File: src/design/pfe_pkg.sv
package pfe_pkg;

  // Expression bytes (ASCII)
  localparam logic [7:0] SYM_SPACE   = 8'h20;
  localparam logic [7:0] SYM_PERCENT = 8'h25;
  localparam logic [7:0] SYM_LPAREN  = 8'h28;
  localparam logic [7:0] SYM_RPAREN  = 8'h29;
  localparam logic [7:0] SYM_STAR    = 8'h2A;
  localparam logic [7:0] SYM_PLUS    = 8'h2B;
  localparam logic [7:0] SYM_MINUS   = 8'h2D;
  localparam logic [7:0] SYM_SLASH   = 8'h2F;
  localparam logic [7:0] SYM_ZERO    = 8'h30;

  // Value returned by a pop from an empty stack (-444)
  localparam logic [31:0] EMPTY_VALUE = 32'hFFFF_FE44;

  typedef enum logic [1:0] {
    STK_HOLD,
    STK_PUSH,
    STK_POP,
    STK_REPLACE
  } stk_op_e;

  typedef enum logic [1:0] {
    CELL_HOLD,
    CELL_SHIFT_IN,
    CELL_SHIFT_UP
  } cell_op_e;

  typedef enum logic [1:0] {
    ST_IDLE,
    ST_POP2,
    ST_CALC,
    ST_DIV
  } pfe_state_e;

  typedef struct packed {
    logic start;
    logic want_rem;
  } div_req_t;

endpackage

File: src/design/pfe_cell.sv
module pfe_cell (
  input  logic              clk_i,
  input  pfe_pkg::cell_op_e op_i,
  input  logic [31:0]       upper_i,
  input  logic [31:0]       lower_i,
  output logic [31:0]       value_o
);
  import pfe_pkg::*;

  logic [31:0] value_q;
  logic [31:0] value_d;

  always_comb begin
    case (op_i)
      CELL_SHIFT_IN: value_d = upper_i;
      CELL_SHIFT_UP: value_d = lower_i;
      default:       value_d = value_q;
    endcase
  end

  always_ff @(posedge clk_i) begin
    value_q <= value_d;
  end

  assign value_o = value_q;

endmodule

File: src/design/pfe_stack.sv
module pfe_stack #(
  parameter int STACK_DEPTH = 64
) (
  input  logic             clk_i,
  input  pfe_pkg::stk_op_e op_i,
  input  logic [31:0]      push_data_i,
  output logic [31:0]      top_o,
  output logic [31:0]      next_o
);
  import pfe_pkg::*;

  logic [31:0] val [STACK_DEPTH];

  for (genvar i = 0; i < STACK_DEPTH; i++) begin : g_cell
    logic [31:0] upper;
    logic [31:0] lower;
    cell_op_e    op;

    if (i == 0) begin : g_first
      assign upper = push_data_i;
    end else begin : g_inner_up
      assign upper = val[i-1];
    end

    if (i == STACK_DEPTH - 1) begin : g_last
      assign lower = val[i];
    end else begin : g_inner_down
      assign lower = val[i+1];
    end

    // Replace touches the top cell only
    always_comb begin
      case (op_i)
        STK_PUSH:    op = CELL_SHIFT_IN;
        STK_POP:     op = CELL_SHIFT_UP;
        STK_REPLACE: op = (i == 0) ? CELL_SHIFT_IN : CELL_HOLD;
        default:     op = CELL_HOLD;
      endcase
    end

    pfe_cell u_cell (
      .clk_i   (clk_i),
      .op_i    (op),
      .upper_i (upper),
      .lower_i (lower),
      .value_o (val[i])
    );
  end

  assign top_o  = val[0];
  assign next_o = val[1];

endmodule

File: config.mk
export PLATFORM = sky130hd
export DESIGN_NAME = pfe_stack
export DESIGN_NICKNAME = d
export VERILOG_FILES = /design/src/design/pfe_pkg.sv /design/src/design/pfe_cell.sv /design/src/design/pfe_stack.sv
export SDC_FILE = /design/constraint.sdc
export NUM_CORES = 2
export LEC_CHECK = 0
export ABC_AREA = 1
export BUFFER_PORTS_ARGS = -buffer_cell sky130_fd_sc_hd__clkbuf_2
export CORE_ASPECT_RATIO = 2
export CORE_MARGIN = 2
export CORE_UTILIZATION = 40
export DETAILED_ROUTE_END_ITERATION = 16
export SYNTH_ARGS = -nofsm -noshare
export SYNTH_HDL_FRONTEND = slang
export SYNTH_SLANG_ARGS = --single-unit
File: constraint.sdc
create_clock -name clk_i -period 50.5 [get_ports clk_i]
set_clock_uncertainty 0.05 [all_clocks]
set_input_delay 7.575 -clock clk_i [delete_from_list [all_inputs] [get_ports clk_i]]
set_output_delay 7.575 -clock clk_i [all_outputs]
set_load 0.02 [all_outputs]
== Word-level counts from Yosys, hierarchy flattened ==
Index checks and enable logic that the tools add are counted.

* RAM bits: 0
* Latch bits: 0
* Memory bits (read-only): 0
* Memories: 0
* Word-level logic and storage cells: 139
* Flip-flop bits (word level): 2048

* Equality and inequality tests: 7
* Reduce and logical (&&, ||, !) cells: 3
* $add $sub $neg: 0
* Order comparisons: 0
* Multiply operators: 0
* Shift operators: 0
* Divide/modulo/power cells: 0
* Bitwise gates (word level): 0
* Mux-type cells: 65

{| class="wikitable"
|+ Operators with widths
! cell !! count
|-
| $pmux 32 s2 || 63
|-
| $eq 2x2->1 const B || 4
|-
| $pmux 2 s2 || 2
|-
| $eq 2x1->1 const B || 3
|-
| $reduce_bool 2->1 || 2
|-
| $reduce_or 2->1 || 1
|}

== Logic depth before layout (Yosys ltp) ==
* Depth after elaboration: 5
* Depth in mapped cells: 8
* Depth with buffers taken out: 5

== Modules after synthesis ==
Synthesis repeated with hierarchy kept, for this count alone.

* Cell total of the unflattened synthesis: 8901
* Area total of the unflattened synthesis: 94271.7 um^2

{| class="wikitable"
|+ Modules (own cells, without submodules)
! module !! area each (um^2) !! seq. area each (um^2) !! cells each !! instances
|-
| pfe_cell || 1472.7 || 960.9 || 139 || 64
|-
| pfe_stack || 21.3 || 0.0 || 5 || 1
|}

== Worst setup path after synthesis ==
No wires, ideal clock.

* Path kind: input -> register
* Start point: in op_i[0]
* End point: reg g_cell[10].u_cell.value_q[0] (enable)
* Setup time: 2.401 ns
* Cell stages on the path: 2
* Buffers on the path: 0
* Setup slack: 0.273 ns
* Data arrival time: 47.776 ns
* Required time: 48.049 ns
* Cells stage by stage: inv_1 > ha_1

* Longest elaborated chain between the ends: 4
* Elaborated cells on any way between the ends: 6

{| class="wikitable"
|+ RTL lines
! what !! RTL line !! text
|-
| start, declared || pfe_stack.sv:5 || <nowiki>input pfe_pkg::stk_op_e op_i,</nowiki>
|-
| $eq 2x2->1 or $eq 2x1->1 (tied branches) || pfe_stack.sv:33 || <nowiki>case (op_i)</nowiki>
|-
| $pmux 2 s2 * || pfe_stack.sv:33 ||
|-
| $eq 2x1->1 or $eq 2x2->1 (tied branches) || pfe_cell.sv:14 || <nowiki>case (op_i)</nowiki>
|-
| $reduce_bool 2->1 (no line) * || -- ||
|-
| end signal, assigned || pfe_cell.sv:22 || <nowiki>value_q <= value_d;</nowiki>
|-
| end, declared || pfe_cell.sv:10 || <nowiki>logic [31:0] value_q;</nowiki>
|}

Every way passes the cells marked *; elsewhere a longest branch is shown, timed or not.
A chain may end at the register's enable or synchronous reset.

== Worst setup path in the final report ==
* Start point: in op_i[0]
* End point: reg g_cell[13].u_cell.value_q[1] (data pin)

* Longest elaborated chain between the ends: 4
* Elaborated cells on any way between the ends: 6

{| class="wikitable"
|+ RTL lines
! what !! RTL line !! text
|-
| $eq 2x2->1 or $eq 2x1->1 (tied branches) || pfe_stack.sv:33 ||
|-
| $pmux 2 s2 * || pfe_stack.sv:33 ||
|-
| $eq 2x2->1 or $eq 2x1->1 (tied branches) || pfe_cell.sv:14 ||
|-
| $pmux 32 s2 * || pfe_cell.sv:14 ||
|-
| net g_cell[13].u_cell.value_d[1] || pfe_cell.sv:11 || <nowiki>logic [31:0] value_d;</nowiki>
|-
| end signal, assigned || pfe_cell.sv:22 ||
|-
| end, declared || pfe_cell.sv:10 ||
|}

Mark *: on every way through the listed nets, which the timed path passes. The rest lies on a longest branch.

==> impl_metrics.env <==
export IMPL_powerDensity_mw_per_mm2=42.5
export IMPL_r2r_end="g_cell[2].u_cell.value_o[2]"
export IMPL_cp_arrival_ns=12.69
export IMPL_grt_usage_pct=14.0
export IMPL_status="completed"
export IMPL_met2_usage_pct=24.7
export IMPL_syn_nets=8590
export IMPL_final_nets=8492
export IMPL_pre_cts_ws_ns=37.57
export IMPL_maxCapViolCount=0
export IMPL_grt_pass1_vias=55400
export IMPL_period_needed_ns=12.07
export IMPL_max_freq_ghz=0.0829
export IMPL_grt_use_met3_pct=1.68
export IMPL_ys_ff_latch=2048
export IMPL_ff2ff_setup_slack_ns=49.39
export IMPL_grtUsageMet1_pct=18.2
export IMPL_htree_levels=4
export IMPL_ys_warn_count=0
export IMPL_vias=55100
export IMPL_final_util_pct=44.0
export IMPL_syn_instance_count=8551
export IMPL_min_path_type="register to register"
export IMPL_cpLargestDelayFamily="buffers and inverters"
export IMPL_ctsLongestPathBuffers=4
export IMPL_cp_end_kind="register"
export IMPL_tritoncts="built"
export IMPL_root_buffer="clkbuf_16"
export IMPL_clk_pin_slew_ns=0.06
export IMPL_cts_setup_buffers=0
export IMPL_setup_violations=0
export IMPL_finalSetupTns_ns=0
export IMPL_hold_viol=0
export IMPL_post_dp_hpwl_microns=88200
export IMPL_cts_sinks=2048
export IMPL_firstDrtPassIters=7
export IMPL_antenna_found_initial=1
export IMPL_critPathRequiredTime_ns=51.12
export IMPL_coreArea_sq_mm=0.215
export IMPL_seq_area_frac_synth_pct=71.2
export IMPL_fillerInstances=20300
export IMPL_grt_first_pass_wirelength_microns=267000
export IMPL_maxSlewViolCount=0
export IMPL_cp_max_fo=227
export IMPL_critPathKind="input pin to register"
export IMPL_rsz0062_at_grt="false"
export IMPL_worst_slew_pin_slew_ns=1.14
export IMPL_reg2reg_depth=2
export IMPL_irDropWorstVdd_mv=0.0331
export IMPL_die_area_sq_mm=0.220
export IMPL_place_congestion=0.743
export IMPL_worst_r2r_startpoint="g_cell[1].u_cell.value_o[2]"
export IMPL_slowest_delay_ns=0.83
export IMPL_num_rows=241
export IMPL_min_from="g_cell[62].u_cell.value_o[12]"
export IMPL_slew_headroom_pct=23.9
export IMPL_portBuffers=98
export IMPL_holdPathStages=0
export IMPL_cp_num_buf_inv=7
export IMPL_drive_above_1_share_pct=4.81
export IMPL_drt_iter0_drc=4520
export IMPL_drcViolationCount=0
export IMPL_wl_per_cell_microns=13.8
export IMPL_fp_dieH_microns=661
export IMPL_fin_crit_sh_pct=23.9
export IMPL_total_leakage_power_nw=41.4
export IMPL_cts_hold_buf=0
export IMPL_pin_count=99
export IMPL_busiest_layer="met2"
export IMPL_wl_microns=157000
export IMPL_clock_latency_ns=0.80
export IMPL_synth_area_sq_mm=0.0864
export IMPL_ant_nets=0
export IMPL_cts_buffers=191
export IMPL_die_x_microns=333
export IMPL_crit_slowest_cell="buf_4"
export IMPL_vias_per_cell=4.84
export IMPL_holdPathEnd="g_cell[63].u_cell.value_o[12]"
export IMPL_grt_overflow=0
export IMPL_grt_start_max_net_pins=240
export IMPL_hold_ws_ns=0.402
export IMPL_synth_cell_types=9
export IMPL_start_util_pct=40.2
export IMPL_synth_avg_cell_area_sq_um=10.1
export IMPL_fin_ws_ns=38.43
export IMPL_area_growth_pct=9.56
export IMPL_cts_resized=0
export IMPL_critPathLaunchType="input pin"
export IMPL_largest_reg_flops=2048
export IMPL_path_cells="clkbuf_2, inv_1, ha_4, inv_8, buf_12, buf_12, buf_4, buf_4, nand2_1, nand2_1"
==> worst max-delay path by stage <==
stage,cells after the start,to,start
6_report,10,g_cell[13].u_cell.value_o[1],op_i[0]
5_1_grt,10,g_cell[13].u_cell.value_o[1],op_i[0]
4_1_cts,7,g_cell[22].u_cell.value_o[14],op_i[1]
3_5_place_dp,7,g_cell[9].u_cell.value_o[14],op_i[1]
3_3_place_gp,10,g_cell[19].u_cell.value_o[0],op_i[0]
2_1_floorplan,2,g_cell[10].u_cell.value_o[0],op_i[0]
==> kinds of logic (layout without fill, tap and decap cells) <==
kind of cell	count (synthesis)	in the layout	synth area share, %
AND/OR/NAND/NOR	6048	6048	26.3
flip-flops	2048	2048	71.2
buffers and inverters	451	491	2.47
adder cells (fa/ha/maj)	4	4	0.0579
other	0	1	0
==> synth_stat cells <==
library cell  number  area share (%)
buf_1             17           0.074
buf_2            345             2.0
buf_4              3           0.026
clkbuf_1          81            0.35
edfxtp_1        2048              71
ha_1               4           0.058
inv_1              3           0.013
inv_2              2          0.0087
nand2_1         6048              26
==> layer usage <==
layer / part of all wire, % / wire length (microns)
met1: 44 / 69000
met2: 51 / 79800
met3: 3.1 / 4950
met4: 2.3 / 3620
met5: 0 / 0
==> power by group <==
part,switching [W],internal [W],total (W)
clock network,0.000617,0.000765,0.00138
registers,0.000119,0.00217,0.00229
logic,0.000242,0.000104,0.000346
total,0.000979,0.00304,0.00402
==> worst register-to-register path, delay by kind of cell (launching register included) <==
family	cells	cell delay [ns]
AND/OR/NAND/NOR	2	0.21
flip-flops	1	0.60
==> metrics by stage <==
stage | total power, W | std cells | cell area (sq um)
2_1_floorplan | 0.00283 | 8551 | 86400
3_3_place_gp | 0.00266 | 11100 | 88800
3_5_place_dp | 0.00268 | 11100 | 88800
4_1_cts | 0.00409 | 11400 | 94600
5_1_grt | 0.00422 | 11400 | 94600
6_report | 0.00402 | 11400 | 94600
==> layout make-up <==
cell class | instances | area (sq um) | area share (%)
Antenna cell | 1 | 2.50 | 0.00264
Clock buffer | 227 | 5000 | 5.28
Clock inverter | 104 | 800 | 0.845
Inverter | 5 | 26.3 | 0.0278
Multi-Input combinational cell | 6052 | 22800 | 24.1
Sequential cell | 2048 | 61500 | 65.0
Tap cell | 2794 | 3500 | 3.69
Timing Repair Buffer | 155 | 1030 | 1.09
==> layout by cell type, fill, tap and decap left out <==
| cell type | Yosys | layout |
|---|---|---|
| nand2_1 | 6048 | 6048 |
| edfxtp_1 | 2048 | 2048 |
| clkbuf_16 | 0 | 195 |
| clkbuf_2 | 0 | 98 |
| buf_4 | 3 | 48 |
| clkinv_1 | 0 | 47 |
| clkinv_2 | 0 | 36 |
| clkbuf_1 | 81 | 32 |
| bufinv_16 | 0 | 12 |
| buf_12 | 0 | 9 |
| inv_8 | 0 | 3 |
| ha_4 | 0 | 3 |
| inv_6 | 0 | 3 |
| clkinv_4 | 0 | 3 |
| inv_1 | 3 | 2 |
| inv_2 | 2 | 2 |
| diode_2 | 0 | 1 |
| ha_1 | 4 | 1 |
| clkinvlp_4 | 0 | 1 |
(Power assumes the default switching activity.)
