[config.mk]
export PLATFORM = sky130hd
export DESIGN_NAME = pfe_div
export DESIGN_NICKNAME = d
export VERILOG_FILES = /design/src/design/pfe_pkg.sv /design/src/design/pfe_div.sv
export SDC_FILE = /design/constraint.sdc
export NUM_CORES = 1
export LEC_CHECK = 0
export BUFFER_PORTS_ARGS = -buffer_cell sky130_fd_sc_hd__buf_2
export CORE_MARGIN = 5
export CORE_UTILIZATION = 60
export DETAILED_ROUTE_END_ITERATION = 8
export PLACE_DENSITY = 0.9
export SLEW_MARGIN = 30
export SYNTH_ARGS = -nofsm -noshare
export SYNTH_HDL_FRONTEND = slang
export SYNTH_SLANG_ARGS = --single-unit
[constraint.sdc]
create_clock -name clk_i -period 11.3 [get_ports clk_i]
set_clock_uncertainty 0.2 [all_clocks]
set_input_delay 1.695 -clock clk_i [delete_from_list [all_inputs] [get_ports clk_i]]
set_output_delay 1.695 -clock clk_i [all_outputs]
set_load 0.02 [all_outputs]
[src/design/pfe_pkg.sv]
package pfe_pkg;

  // Expression bytes (ASCII)
  localparam logic [7:0] SYM_SPACE   = 8'h20;
  localparam logic [7:0] SYM_PERCENT = 8'h25;
  localparam logic [7:0] SYM_LPAREN  = 8'h28;
  localparam logic [7:0] SYM_RPAREN  = 8'h29;
  localparam logic [7:0] SYM_STAR    = 8'h2A;
  localparam logic [7:0] SYM_PLUS    = 8'h2B;
  localparam logic [7:0] SYM_MINUS   = 8'h2D;
  localparam logic [7:0] SYM_SLASH   = 8'h2F;
  localparam logic [7:0] SYM_ZERO    = 8'h30;

  // Value returned by a pop from an empty stack (-444)
  localparam logic [31:0] EMPTY_VALUE = 32'hFFFF_FE44;

  typedef enum logic [1:0] {
    STK_HOLD,
    STK_PUSH,
    STK_POP,
    STK_REPLACE
  } stk_op_e;

  typedef enum logic [1:0] {
    CELL_HOLD,
    CELL_SHIFT_IN,
    CELL_SHIFT_UP
  } cell_op_e;

  typedef enum logic [1:0] {
    ST_IDLE,
    ST_POP2,
    ST_CALC,
    ST_DIV
  } pfe_state_e;

  typedef struct packed {
    logic start;
    logic want_rem;
  } div_req_t;

endpackage

[src/design/pfe_div.sv]
module pfe_div (
  input  logic              clk_i,
  input  logic              rst_ni,
  input  pfe_pkg::div_req_t req_i,
  input  logic [31:0]       dividend_i,
  input  logic [31:0]       divisor_i,
  output logic [31:0]       result_o,
  output logic              done_o
);
  import pfe_pkg::*;

  logic        busy_q, fin_q, done_q;
  logic [4:0]  cnt_q;
  logic [31:0] rem_q, quo_q, dsr_q, result_q;
  logic        neg_q, want_rem_q;

  logic [32:0] shifted;
  logic [32:0] trial;
  logic [31:0] mag;

  // One quotient bit a cycle, restoring form
  assign shifted = {rem_q, quo_q[31]};
  assign trial   = shifted - {1'b0, dsr_q};
  assign mag     = want_rem_q ? rem_q : quo_q;

  always_ff @(posedge clk_i or negedge rst_ni) begin
    if (!rst_ni) begin
      busy_q <= 1'b0;
      fin_q  <= 1'b0;
      done_q <= 1'b0;
      cnt_q  <= '0;
    end else begin
      done_q <= fin_q;
      fin_q  <= 1'b0;
      if (req_i.start) begin
        busy_q <= 1'b1;
        cnt_q  <= '0;
      end else if (busy_q) begin
        cnt_q <= cnt_q + 5'd1;
        if (cnt_q == 5'd31) begin
          busy_q <= 1'b0;
          fin_q  <= 1'b1;
        end
      end
    end
  end

  always_ff @(posedge clk_i) begin
    if (req_i.start) begin
      rem_q      <= '0;
      quo_q      <= dividend_i[31] ? (32'd0 - dividend_i) : dividend_i;
      dsr_q      <= divisor_i[31] ? (32'd0 - divisor_i) : divisor_i;
      want_rem_q <= req_i.want_rem;
      neg_q      <= req_i.want_rem ? dividend_i[31] : (dividend_i[31] ^ divisor_i[31]);
    end else if (busy_q) begin
      if (!trial[32]) begin
        rem_q <= trial[31:0];
        quo_q <= {quo_q[30:0], 1'b1};
      end else begin
        rem_q <= shifted[31:0];
        quo_q <= {quo_q[30:0], 1'b0};
      end
    end
    if (fin_q) begin
      result_q <= neg_q ? (32'd0 - mag) : mag;
    end
  end

  assign result_o = result_q;
  assign done_o   = done_q;

`ifndef ASSERT_OFF
  a_no_restart: assert property (@(posedge clk_i) disable iff (!rst_ni)
    req_i.start |-> !busy_q && !fin_q)
    else $error("divider started while busy");

  a_fin_after_busy: assert property (@(posedge clk_i) disable iff (!rst_ni)
    $fell(busy_q) && !$past(req_i.start) |-> fin_q)
    else $error("divider ended without finishing");

  a_done_follows_fin: assert property (@(posedge clk_i) disable iff (!rst_ni)
    fin_q |=> done_o)
    else $error("divider result not flagged");
`endif

endmodule

# After elaboration in Yosys (flattened, before gate mapping)
# Cells that the tools add are included.
[classes]
addsub = 5
mul = 0
div_mod_pow = 0
magnitude_cmp = 0
eq_ne = 1
n_shift = 0
mux = 17
n_bitwise = 1
n_reduce_logical = 1
[ops]
columns = ["op", "count"]
rows = [
  ["2-to-1 mux 32 bit", 6],
  ["subtractor 1 x 32 -> 32 bit, first input constant", 3],
  ["subtractor 33 x 32 -> 33 bit", 1],
  ["2-to-1 mux 31 bit", 1],
  ["2-to-1 mux 5 bit", 2],
  ["2-to-1 mux 1 bit", 8],
  ["adder 5 x 1 -> 5 bit, second input constant", 1],
  ["== test 5 bit, second input constant", 1],
  ["nonzero test 2 bit", 1],
  ["XOR 1 bit", 1],
]
[word_totals]
regBits = 138
latch_bits = 0
ram_bits = 0
rom_bits = 0
in_bits = 68
out_inout_bits = 33
wordCells = 36
mem_count = 0

# Logic depth before layout (Yosys ltp)
[depth]
depth_word = 4
depth_mapped = 15
depth_no_buf = 13

# Least setup slack after synthesis
# No wires, ideal clock.
[synth_timing]
path_kind = "register to register"
start = "reg want_rem_q"
end = "reg result_q[30] (netlist: result_o[30]), data pin"
setup_time_ns = 0.265
arrival_time_ns = 4.287
t_required_ns = 10.835
slack_ns = 6.548
stages_incl_launch_ff = 16
n_path_buf = 6
synth_period_minus_slack_ns = 4.752
path_cell_list = "edfxtp_1 buf_2 clkbuf_1 buf_2 buf_1 clkbuf_1 clkbuf_1 mux2i_1 ha_1 o21ai_0 or2_2 nor4_1 o21ai_0 or3_1 o31ai_1 xor2_1"
[synth_between]
elab_chain_cells = 3
[synth_rtl]
columns = ["item", "line_no", "source"]
rows = [
  ["start, declared", "pfe_div.sv:15", "logic neg_q, want_rem_q;"],
  ["start signal, assigned", "pfe_div.sv:53", "want_rem_q <= req_i.want_rem;"],
  ["2-to-1 mux 32 bit *", "pfe_div.sv:24", "assign mag = want_rem_q ? rem_q : quo_q;"],
  ["subtractor 1 x 32 -> 32 bit", "pfe_div.sv:65", "result_q <= neg_q ? (32'd0 - mag) : mag;"],
  ["2-to-1 mux 32 bit *", "pfe_div.sv:65", ""],
  ["end signal, assigned", "pfe_div.sv:65", ""],
  ["end, declared", "pfe_div.sv:14", "logic [31:0] rem_q, quo_q, dsr_q, result_q;"],
]
# Every way passes the cells marked *; elsewhere a longest branch is shown, timed or not.
# A chain may end at the register's enable or synchronous reset.

# Final worst setup path
[layout_timing]
start = "in dividend_i[0]"
end = "reg quo_q[30], data pin"
[layout_between]
elab_chain_cells = 3
[layout_rtl]
columns = ["item", "line_no", "source"]
rows = [
  ["start, declared", "pfe_div.sv:5", "input logic [31:0] dividend_i,"],
  ["subtractor 1 x 32 -> 32 bit", "pfe_div.sv:51", "quo_q <= dividend_i[31] ? (32'd0 - dividend_i) : dividend_i;"],
  ["2-to-1 mux 32 bit", "pfe_div.sv:51", ""],
  ["2-to-1 mux 32 bit", "pfe_div.sv:49", "if (req_i.start) begin"],
  ["end signal, assigned", "pfe_div.sv:51", ""],
  ["end signal, assigned", "pfe_div.sv:58", "quo_q <= {quo_q[30:0], 1'b1};"],
  ["end signal, assigned", "pfe_div.sv:61", "quo_q <= {quo_q[30:0], 1'b0};"],
  ["end, declared", "pfe_div.sv:14", ""],
]
# Every way passes these cells.

==> impl_metrics.csv <==
group,metric,value,unit
timing,rsz0062_at_grt,"no",
timing,hold_viol_final,0,
clock_tree,cts_buffers,17,
power_and_ir_drop,power_density,134,nW/um^2
global_route,grt.overflow.total,0,
timing,clock.fmax,225,MHz
detailed_routing,drtIter0Drc,670,
logic_synthesis,synth_seq_cells,138,
detailed_routing,vias,7632,
timing,holdWs,0.337,ns
critical_path,startpoint_type,"primary input",
power_and_ir_drop,switching_share,26.5,%
run,maxCapViolations,0,
logic_synthesis,synth_cell_types,62,
critical_path,crit_buf_inv,2,
die,die_w,134,um
clock_tree,ctsHoldBuffers,0,
power_and_ir_drop,p_total,1.40,mW
critical_path,crit_top_cell,"or3_4",
power_and_ir_drop,pwr-share-seq,43.2,%
logic_synthesis,syn_avg_cell_area,9.18,um^2
timing,max-slew-margin-rel,37.0,%
placement,pre_cts_slack,6.42,ns
logic_synthesis,synth.yosys.seq_area_share,40.8,%
global_route,grt_pass1_vias,6984,
logic_synthesis,ys_warn_count,0,
clock_tree,cts_resized,0,
critical_path,critPathMaxFanout,4,
placement,gp_congestion,0.914,
placement,dp.cells,1251,
cells_and_area,area_growth,13.2,%
clock_tree,htree_levels,4,
global_route,grtUsageTotal,22.6,%
critical_path,crit_cells,11,
clock_tree,root_buffer,"clkbuf_16",
critical_path,cpMaxStageDelayCell,"or4_4",
detailed_routing,wl,20200,um
power_and_ir_drop,ir_drop,0.000113,V
logic_synthesis,syn_area,9270,um^2
critical_path,cp_cell_sequence,"buf_2 -> inv_1 -> ha_1 -> nand3b_2 -> or4_4 -> or2_4 -> or3_4 -> or3_4 -> o41ai_2 -> xor2_1 -> a21oi_1",
die,start_util,61.0,%
critical_path,worstPathArrival,4.39,ns
die,dieHeight,134,um
timing,fin_ws,6.85,ns
logic_synthesis,ys.flop_type,"edfxtp_1",
timing,setup_viol,0,
placement,hpwlAfterDp,15100,um
cells_and_area,final_cell_mix,"nor2_1, buf_2, edfxtp_1",
global_route,grt_max_degree,95,
cells_and_area,postLayoutCoreUtil,69.0,%
detailed_routing,drc,0,
clock_tree,cts_buffer_depth,2,
cells_and_area,layout_commonest_cell,"nor2_1",
logic_synthesis,synth-edff-count,98,
critical_path,worstReg2RegStart,"want_rem_q",
power_and_ir_drop,p_clk_share,41.6,%
detailed_routing,ant_nets,0,
run_status,status,"completed",
cells_and_area,finalNonFillerCells,1284,
placement,io_buffers,100,
critical_path,rrSetupSlack,6.95,ns
die,dieArea,18000,um^2
die,row_count,45,
global_route,grt_pass1_wl,33000,um
cells_and_area,final_area,10500,um^2
critical_path,crit_path_end,"quo_q[30]",
timing,min_period_over_period,39.4,%
clock_tree,cts_tree,"yes",
global_route,antenna_found_initial,0,
power_and_ir_drop,power.leakage,4.26,nW
critical_path,slowest_delay,0.52,ns
critical_path,worstSetupPathType,"in -> reg",
critical_path,path_delay_family,"simple AND/OR/NAND/NOR gates",
timing,period_minus_slack,4.45,ns
power_and_ir_drop,power.combinational.fraction,15.2,%
timing,fin_setup_tns,0,ns
die,coreArea,15200,um^2
detailed_routing,via_per_inst,5.94,
power_and_ir_drop,switchingPower,0.372,mW
cells_and_area,layout.nets,1188,
min_path,hp-class,"reg -> reg",
die,io_pins,101,
detailed_routing,drt-pass1-iter-count,6,
clock_tree,cts_setup_buffers,0,
timing,worst_pin_slew,0.945,ns
clock_tree,clock_latency,0.43,ns
cells_and_area,layout-drive-gt1-share,14.8,%
placement,place_area,9860,um^2
power_and_ir_drop,p_int,1.03,mW
timing,finalMaxSlewViolations,0,
logic_synthesis,synthArstFlopShare,5.80,%
critical_path,crit_required,11.24,ns
critical_path,end_kind,"flip-flop",
detailed_routing,wl_per_cell,15.7,um
critical_path,r2r-end,"result_o[30]",
logic_synthesis,netlist_instances,1009,
logic_synthesis,syn-num-nets,1115,
clock_tree,cts.sinks,138,
critical_path,rr_worst_depth,10,
clock_tree,path_clk_slew,0.07,ns
critical_path,startpoint,"dividend_i[0]",
## area by class of cell
type                    instances  area (um^2)
diodes                          1         2.50
clock buffers                  19          475
clock inverters                13          154
fillers                      1154         4710
inverters                      52          195
multi-input cells             767         5090
flip-flops and latches        138         3780
well taps                     188          235
repair buffers                106          548
## kinds of logic after synthesis
family	Yosys count	share of synthesized area (%)
buffers and inverters	104	4.28
xor gates and xnor gates	120	11.3
DFF	138	40.8
adders and majority gates	38	5.21
and+or+nand+nor	289	15.1
muxes	40	4.40
AOI/OAI and AO/OA	280	18.8
## worst reg2reg max path: stages (launching register included)
cell,delay (ns)
edfxtp_1,0.34
buf_4,0.64
mux2i_1,0.47
ha_1,0.23
o21ai_0,0.11
or2_2,0.36
nor4_1,0.47
o21ai_0,0.32
or3_1,0.51
o31ai_1,0.34
xor2_1,0.11
## sequential cells by signal, summed over array words and instances, names as in the netlist, 5 cells and up
name	cells
rem_q	32
quo_q	32
dsr_q	32
cnt_q	5
result_o	32
## synthesized netlist by cell type (3+ instances only)
master    instances  share of area [%]
dfrtp_1           8                2.2
a211oi_1         21                1.7
o41ai_2           3               0.53
or3_4             4               0.49
buf_2             5               0.27
mux2i_1          34                3.7
nand4_1           7               0.47
or3_1            11               0.74
or4_1            10               0.81
nor3_1           26                1.4
ha_1             37                5.0
o21ai_0          67                3.6
o21bai_1         11               0.89
a21o_1           16                1.3
xnor2_1          59                5.6
or2_2             3               0.20
a22o_1            7               0.66
nor2b_1          10               0.68
o21a_1            4               0.32
nand3b_1          3               0.24
nand2b_1         11               0.74
mux2_2            6               0.73
o31ai_1          20                1.6
inv_1            52                2.1
nor2_1          103                4.2
clkbuf_1         40                1.6
a31oi_1           9               0.61
nand2_1          71                2.9
nor3b_1           5               0.41
buf_1             7               0.28
edfxtp_1         98                 32
o41ai_1           8               0.76
a21oi_1          94                5.1
dfxtp_1          32                6.9
nand3_1          10               0.54
xor2_1           61                5.8
## power by group through the flow
stage | clock [mW] | sequential, mW | combinational (mW)
after floorplan | 0 | 0.607 | 0.159
after global placement | 0 | 0.614 | 0.202
after detailed placement | 0 | 0.616 | 0.209
after CTS | 0.590 | 0.606 | 0.212
after global routing | 0.613 | 0.610 | 0.238
final | 0.583 | 0.606 | 0.213
## layer usage
layer / up-vias / routed length (um) / global-route usage [%] / part of all wire, %
li1: 3812 / - / - / -
met1: 3468 / 8700 / 30.8 / 43
met2: 321 / 9290 / 36.0 / 46
met3: 31 / 1870 / 5.21 / 9.3
met4: 0 / 349 / 7.01 / 1.7
met5: - / 0 / 0 / 0
## how the worst min path moves through the flow
stage               from         to  slack (ns)  cells after the start
4_1_cts        rem_q[31]  rem_q[31]        0.34                      2
5_1_grt        rem_q[27]  rem_q[27]        0.37                      2
6_report       rem_q[31]  rem_q[31]        0.34                      2
3_5_place_dp    cnt_q[3]   cnt_q[3]        0.33                      2
2_1_floorplan  rem_q[27]  rem_q[27]        0.27                      2
3_3_place_gp   rem_q[31]  rem_q[31]        0.30                      2
No activity file was read; power rests on OpenSTA's default activity.
